**src/design/atfrcd_pkg.sv**
```systemverilog
`timescale 1ns / 1ps

package atfrcd_pkg;

  // widths of the item fields
  localparam int unsigned BYTE_W  = 8;
  localparam int unsigned CODE_W  = 3;
  localparam int unsigned COUNT_W = 10;

  // window of recent bytes plus the new byte covers the longest string
  localparam int unsigned WIN_DEPTH = 17;
  localparam int unsigned SPAN      = WIN_DEPTH + 1;

  // request kinds
  localparam logic REQ_BYTE    = 1'b0;
  localparam logic REQ_RESTART = 1'b1;

  // final result codes
  typedef enum logic [CODE_W-1:0] {
    RC_PENDING = 3'd0,
    RC_OK      = 3'd1,
    RC_ERROR   = 3'd2,
    RC_READY   = 3'd3,
    RC_HWFAIL  = 3'd4,
    RC_SBDRING = 3'd5
  } result_code_t;

  // final result strings, last character in the low byte
  localparam int unsigned LEN_OK      = 4;
  localparam int unsigned LEN_ERROR   = 7;
  localparam int unsigned LEN_READY   = 7;
  localparam int unsigned LEN_HWFAIL  = 18;
  localparam int unsigned LEN_SBDRING = 9;

  localparam logic [7:0] CHAR_CR = 8'h0d;
  localparam logic [7:0] CHAR_LF = 8'h0a;

  localparam logic [8*LEN_OK-1:0]      PAT_OK      = {"OK", CHAR_CR, CHAR_LF};
  localparam logic [8*LEN_ERROR-1:0]   PAT_ERROR   = {"ERROR", CHAR_CR, CHAR_LF};
  localparam logic [8*LEN_READY-1:0]   PAT_READY   = {"READY", CHAR_CR, CHAR_LF};
  localparam logic [8*LEN_HWFAIL-1:0]  PAT_HWFAIL  = {"HARDWARE FAILURE", CHAR_CR, CHAR_LF};
  localparam logic [8*LEN_SBDRING-1:0] PAT_SBDRING = {"SBDRING", CHAR_CR, CHAR_LF};

endpackage

```
**src/design/atfrcd_req_if.sv**
```systemverilog
`timescale 1ns / 1ps

interface atfrcd_req_if;
  logic                            valid;
  logic                            ready;
  logic                            req_type;
  logic [atfrcd_pkg::BYTE_W-1:0]   rx_byte;

  modport source (output valid, output req_type, output rx_byte, input ready);
  modport sink   (input valid, input req_type, input rx_byte, output ready);
endinterface

```
**src/design/atfrcd_res_if.sv**
```systemverilog
`timescale 1ns / 1ps

interface atfrcd_res_if;
  logic                            valid;
  logic                            ready;
  logic [atfrcd_pkg::CODE_W-1:0]   result_code;
  logic                            done_res;
  logic [atfrcd_pkg::COUNT_W-1:0]  byte_count;

  modport source (output valid, output result_code, output done_res, output byte_count,
                  input ready);
  modport sink   (input valid, input result_code, input done_res, input byte_count,
                  output ready);
endinterface

```
**src/design/at_final_result_code_detector.sv**
```systemverilog
`timescale 1ns / 1ps
// the result item is registered and offered in the cycle after its item is accepted
// throughput: one item per cycle while rsp takes results; the state registers double
//   as output; a new item is taken in the same cycle as the pending result is taken
// reset (rst, synchronous): window, latched code and byte count clear, no result pending
module at_final_result_code_detector #(
  parameter int unsigned MAX_LEN = 512
) (
  input  logic                clk,
  input  logic                rst,
  atfrcd_req_if.sink          req,
  atfrcd_res_if.source        rsp
);

  localparam int unsigned CNT_W = $clog2(MAX_LEN + 1);

  logic [8*atfrcd_pkg::WIN_DEPTH-1:0] window;
  logic [8*atfrcd_pkg::WIN_DEPTH-1:0] window_next;
  atfrcd_pkg::result_code_t           code;
  atfrcd_pkg::result_code_t           code_next;
  atfrcd_pkg::result_code_t           match_code;
  logic [CNT_W-1:0]                   count;
  logic [CNT_W-1:0]                   count_next;
  logic                               rsp_valid;
  logic [8*atfrcd_pkg::SPAN-1:0]      span;
  logic                               accept;

  // a slot is free when no result waits or the waiting one leaves now
  assign req.ready = !rsp_valid || rsp.ready;
  assign accept    = req.valid && req.ready;

  // newest byte sits in the low byte of the span
  assign span = {window, req.rx_byte};

  // compare the tail of the span with each string, first in list wins
  always_comb begin
    priority if (span[8*atfrcd_pkg::LEN_OK-1:0] == atfrcd_pkg::PAT_OK) begin
      match_code = atfrcd_pkg::RC_OK;
    end else if (span[8*atfrcd_pkg::LEN_ERROR-1:0] == atfrcd_pkg::PAT_ERROR) begin
      match_code = atfrcd_pkg::RC_ERROR;
    end else if (span[8*atfrcd_pkg::LEN_READY-1:0] == atfrcd_pkg::PAT_READY) begin
      match_code = atfrcd_pkg::RC_READY;
    end else if (span[8*atfrcd_pkg::LEN_HWFAIL-1:0] == atfrcd_pkg::PAT_HWFAIL) begin
      match_code = atfrcd_pkg::RC_HWFAIL;
    end else if (span[8*atfrcd_pkg::LEN_SBDRING-1:0] == atfrcd_pkg::PAT_SBDRING) begin
      match_code = atfrcd_pkg::RC_SBDRING;
    end else begin
      match_code = atfrcd_pkg::RC_PENDING;
    end
  end

  // next detector state for the item on the input
  always_comb begin
    window_next = window;
    code_next   = code;
    count_next  = count;
    if (req.req_type == atfrcd_pkg::REQ_RESTART) begin
      window_next = '0;
      code_next   = atfrcd_pkg::RC_PENDING;
      count_next  = '0;
    end else if (code == atfrcd_pkg::RC_PENDING) begin
      window_next = span[8*atfrcd_pkg::WIN_DEPTH-1:0];
      code_next   = match_code;
      if (count < CNT_W'(MAX_LEN)) begin
        count_next = count + CNT_W'(1);
      end
    end
  end

  // state registers, which also hold the result on offer
  always_ff @(posedge clk) begin
    if (rst) begin
      window    <= '0;
      code      <= atfrcd_pkg::RC_PENDING;
      count     <= '0;
      rsp_valid <= 1'b0;
    end else begin
      if (accept) begin
        window <= window_next;
        code   <= code_next;
        count  <= count_next;
      end
      if (accept) begin
        rsp_valid <= 1'b1;
      end else if (rsp.ready) begin
        rsp_valid <= 1'b0;
      end
    end
  end

  // result item
  assign rsp.valid       = rsp_valid;
  assign rsp.result_code = code;
  assign rsp.done_res    = (code != atfrcd_pkg::RC_PENDING);
  assign rsp.byte_count  = atfrcd_pkg::COUNT_W'(count);

endmodule

```
**src/flat_wrapper.sv**
```systemverilog
// flat-port wrapper written by rule: the top's interface ports become plain ports
module at_final_result_code_detector_flat 
#(
  parameter int unsigned MAX_LEN = 512
)
  (clk, rst, req_valid, req_req_type, req_rx_byte, req_ready, rsp_valid, rsp_result_code, rsp_done_res, rsp_byte_count, rsp_ready);
  atfrcd_req_if req_i ();
  atfrcd_res_if rsp_i ();
  input  logic clk;
  input  logic rst;
  input wire logic [$bits(req_i.valid)-1:0] req_valid;
  input wire logic [$bits(req_i.req_type)-1:0] req_req_type;
  input wire logic [$bits(req_i.rx_byte)-1:0] req_rx_byte;
  output wire logic [$bits(req_i.ready)-1:0] req_ready;
  output wire logic [$bits(rsp_i.valid)-1:0] rsp_valid;
  output wire logic [$bits(rsp_i.result_code)-1:0] rsp_result_code;
  output wire logic [$bits(rsp_i.done_res)-1:0] rsp_done_res;
  output wire logic [$bits(rsp_i.byte_count)-1:0] rsp_byte_count;
  input wire logic [$bits(rsp_i.ready)-1:0] rsp_ready;
  assign req_i.valid = req_valid;
  assign req_i.req_type = req_req_type;
  assign req_i.rx_byte = req_rx_byte;
  assign req_ready = req_i.ready;
  assign rsp_valid = rsp_i.valid;
  assign rsp_result_code = rsp_i.result_code;
  assign rsp_done_res = rsp_i.done_res;
  assign rsp_byte_count = rsp_i.byte_count;
  assign rsp_i.ready = rsp_ready;
  at_final_result_code_detector #(.MAX_LEN(MAX_LEN)) u_core (.clk(clk), .rst(rst), .req(req_i), .rsp(rsp_i));
endmodule
```
**config.mk**
```make
export PLATFORM = sky130hd
export DESIGN_NAME = at_final_result_code_detector_flat
export DESIGN_NICKNAME = d
export VERILOG_FILES = /design/src/design/atfrcd_pkg.sv /design/src/design/atfrcd_req_if.sv /design/src/design/atfrcd_res_if.sv /design/src/design/at_final_result_code_detector.sv /design/src/flat_wrapper.sv
export SDC_FILE = /design/constraint.sdc
export NUM_CORES = 1
export LEC_CHECK = 0
export ABC_AREA = 1
export BUFFER_PORTS_ARGS = -buffer_cell sky130_fd_sc_hd__buf_2
export CORE_ASPECT_RATIO = 0.75
export CORE_UTILIZATION = 45
export DETAILED_ROUTE_END_ITERATION = 10
export HOLD_SLACK_MARGIN = 0.12
export SYNTH_ARGS = -nofsm -noshare
export SYNTH_HDL_FRONTEND = slang
export SYNTH_SLANG_ARGS = --single-unit
export TNS_END_PERCENT = 20
```
**constraint.sdc**
```tcl
create_clock -name clk -period 2.5 [get_ports clk]
set_input_delay 0.125 -clock clk [delete_from_list [all_inputs] [get_ports clk]]
set_output_delay 0.125 -clock clk [all_outputs]
set_load 0.02 [all_outputs]
```
==> metrics.txt <==
status finished clean; Clock Sink Count 150; Die W 139 um; HP Start rsp_ready; # DRC 0; Fmax 541 MHz; Worst EP arrival 2.16 ns; Area Growth Syn to Fin 16.5%; vias in the first global route 4956; Syn Nets 954; layout cells sized above 1 7.58%; Clk pwr share 51.3%; Hold Fails Final Rpt 0; Buffers on Ports 28; number of max-cap violations 0; fin cells 1151; Post-synth top cells nand2_1 (364), dfxtp_1 (150), a21oi_1 (147); pin count of the biggest net entering global routing 139; Syn Area/Cell 6.75 sq um; Die H 105 um; Crit Path Category input port to flip-flop; Synth top area share 47.3%; Initial Utilization 46.2%; I/O pin count 29; DP HPWL 8690 um; TNS Setup 0 ns; cell internal pwr 4.22 mW; TritonCTS clock tree built; Post-Route WL 14000 um; CORE AREA 13700 sq um; max-slew violations 0; initial drt markers 478; total track usage 20.5%; CP Capture Type flip-flop; Yosys warning count 0; count leader, synth nand2_1; EDFF count, synth 0; first-pass GRT wire length 24000 um; reg2reg start u_core.rsp.valid; Synth area leaders dfxtp_1 (47%), nand2_1 (22%), a21oi_1 (12%); Pwr per Cell Area 731 nW/um^2; hold path depth 7; CTS Buf Count 17; Psw 1.19 mW; clk slew on worst S/H paths 0.06 ns; Synth cell types 25; Max Clock Skew 0.00771 ns; Pre-antenna DRT Iters 7; full die area 14600 sq um; VDD IR-drop max 0.000463 V; Post-Place Cells 1106; Syn Inst Count 940; Slew HR 56.8%; Critical R2R Capture u_core.rsp.byte_count[0]; sw frac 21.9%; routed vias/inst 4.81; Max Root-Sink Buffers 2; Worst EP required 2.82 ns; combinational share of power 4.2%; Main synth FF type dfxtp_1; Worst Path Max Fanout 7; worst min-delay path category input port to flip-flop; r2r setup slk 0.66 ns; Post-Syn Area 6350 sq um; FP Rows 37; sequential fraction of design power 44.5%; Pleak 2.55 nW; Final nets 977; Final Cycle Share 73.9%; RSZ-0062 raised after global routing no; register bit total from synthesis 150; Root Driver clkbuf_16; Worst R2R Path Depth 7; CTS H-tree depth 4; Fillers 1398; number of routed nets with antenna violations 0; FFs w/ async S/R, synth 0%; hold worst-path end u_core.rsp.byte_count[2]; Worst-Skew Late Latency 0.43 ns; final setup fails 0; CTS resizes 0; sequential share of the synthesized area 47.3%; total vias in the final route 5542; Startpoint Class input port; GR Overflow Total 0; n_diodes 0; actual slew at the worst max-slew pin 0.646 ns; cell taking the most area after synthesis dfxtp_1; Final min period 1.85 ns; GP Congestion 0.828; drt wl/cell 12.2 um; initial antenna violation count 0
## logic make-up after synthesis
logic type	Yosys count	share of synthesized area [%]
AOI/OAI and AO/OA	154	12.4
DFF	150	47.3
buffers and inverters	126	8.52
adders and majority gates	1	0.197
xor gates and xnor gates	1	0.138
and+or+nand+nor	508	31.5
## power by group through the flow
| stage | clock network (mW) | logic, mW | registers, mW |
|---|---|---|---|
| 2_1_floorplan | 0 | 0.150 | 2.46 |
| 3_3_place_gp | 0 | 0.211 | 2.46 |
| 3_5_place_dp | 0 | 0.213 | 2.46 |
| 4_1_cts | 2.82 | 0.228 | 2.41 |
| 5_1_grt | 2.92 | 0.250 | 2.41 |
| 6_report | 2.77 | 0.226 | 2.41 |
## metrics by stage
| step | hold WS (ns) | setup slack [ns] | utilization (%) | cell area [sq um] | power (mW) |
|---|---|---|---|---|---|
| final | 0.320 | 0.651 | 53.8 | 7390 | 5.41 |
| after global routing | 0.356 | 0.498 | 53.8 | 7390 | 5.57 |
| after CTS | 0.310 | 0.644 | 53.8 | 7390 | 5.45 |
| after detailed placement | 0.393 | 0.681 | 48.2 | 6620 | 2.67 |
| after global placement | 0.390 | 0.727 | 48.2 | 6620 | 2.67 |
| after floorplan | 0.268 | 0.933 | - | 6350 | 2.61 |
## metal layers
layer	vias up	track usage, %	share of wire [%]
met3	15	4.40	3.1
li1	2989	-	-
met2	53	28.3	39
met5	-	0	0
met4	0	8.10	1.4
met1	2485	30.5	56
## cell type report
cell class	instances	area [sq um]	area share, %
Tap cell	175	219	2.96
Clock buffer	21	470	6.36
Clock inverter	11	171	2.32
Inverter	80	300	4.06
Sequential cell	150	3000	40.6
Timing Repair Buffer	50	415	5.62
Multi-Input combinational cell	664	2810	38.1
## registers in the layout, summed over array words and instances (netlist names)
signal and cells:
u_core.rsp.valid 1, u_core.rsp.result_code 3, u_core.window 136, u_core.rsp.byte_count 10
## worst max-delay path by stage
stage	slack, ns	depth (start not counted)	from	to
floorplan	0.93	10	u_core.rsp.result_code[2]	u_core.rsp.byte_count[6]
global placement	0.73	8	u_core.rsp.result_code[2]	u_core.window[119]
CTS	0.64	7	u_core.rsp.valid	u_core.rsp.byte_count[0]
global route	0.50	8	u_core.rsp.result_code[0]	u_core.window[116]
detailed placement	0.68	6	u_core.rsp.valid	u_core.window[32]
finish	0.65	10	req_valid	u_core.rsp.byte_count[0]
## layout by cell type (no fill, tap or decap), drive strengths merged
cell type | netlist | routed
dfxtp | 150 | 150
xor2 | 1 | 1
nand3b | 1 | 1
nand4 | 6 | 6
inv | 80 | 81
ha | 1 | 1
a21oi | 148 | 148
bufinv | 0 | 4
dlygate4sd3 | 0 | 13
clkinvlp | 0 | 2
buf | 28 | 37
nor3 | 4 | 4
nor2b | 1 | 1
clkinv | 0 | 4
nand2 | 365 | 365
o21a | 1 | 1
o21ai | 5 | 5
nand3 | 32 | 32
clkbuf | 18 | 21
nor2 | 96 | 96
and2 | 3 | 3
## what timing repair did
action	in CTS	in global routing
hold buffers	13	0
buffers inserted	0	0
hold endpoints to repair	33	0
## worst max-delay path: stages
cell and delay (ns):
dlygate4sd3_1 0.52, buf_2 0.10, inv_1 0.04, a21oi_1 0.23
nand2_4 0.14, a21oi_4 0.23, inv_1 0.11, nand2_1 0.07
a21oi_1 0.05, dlygate4sd3_1 0.56
No activity file was read; power rests on OpenSTA's default activity.
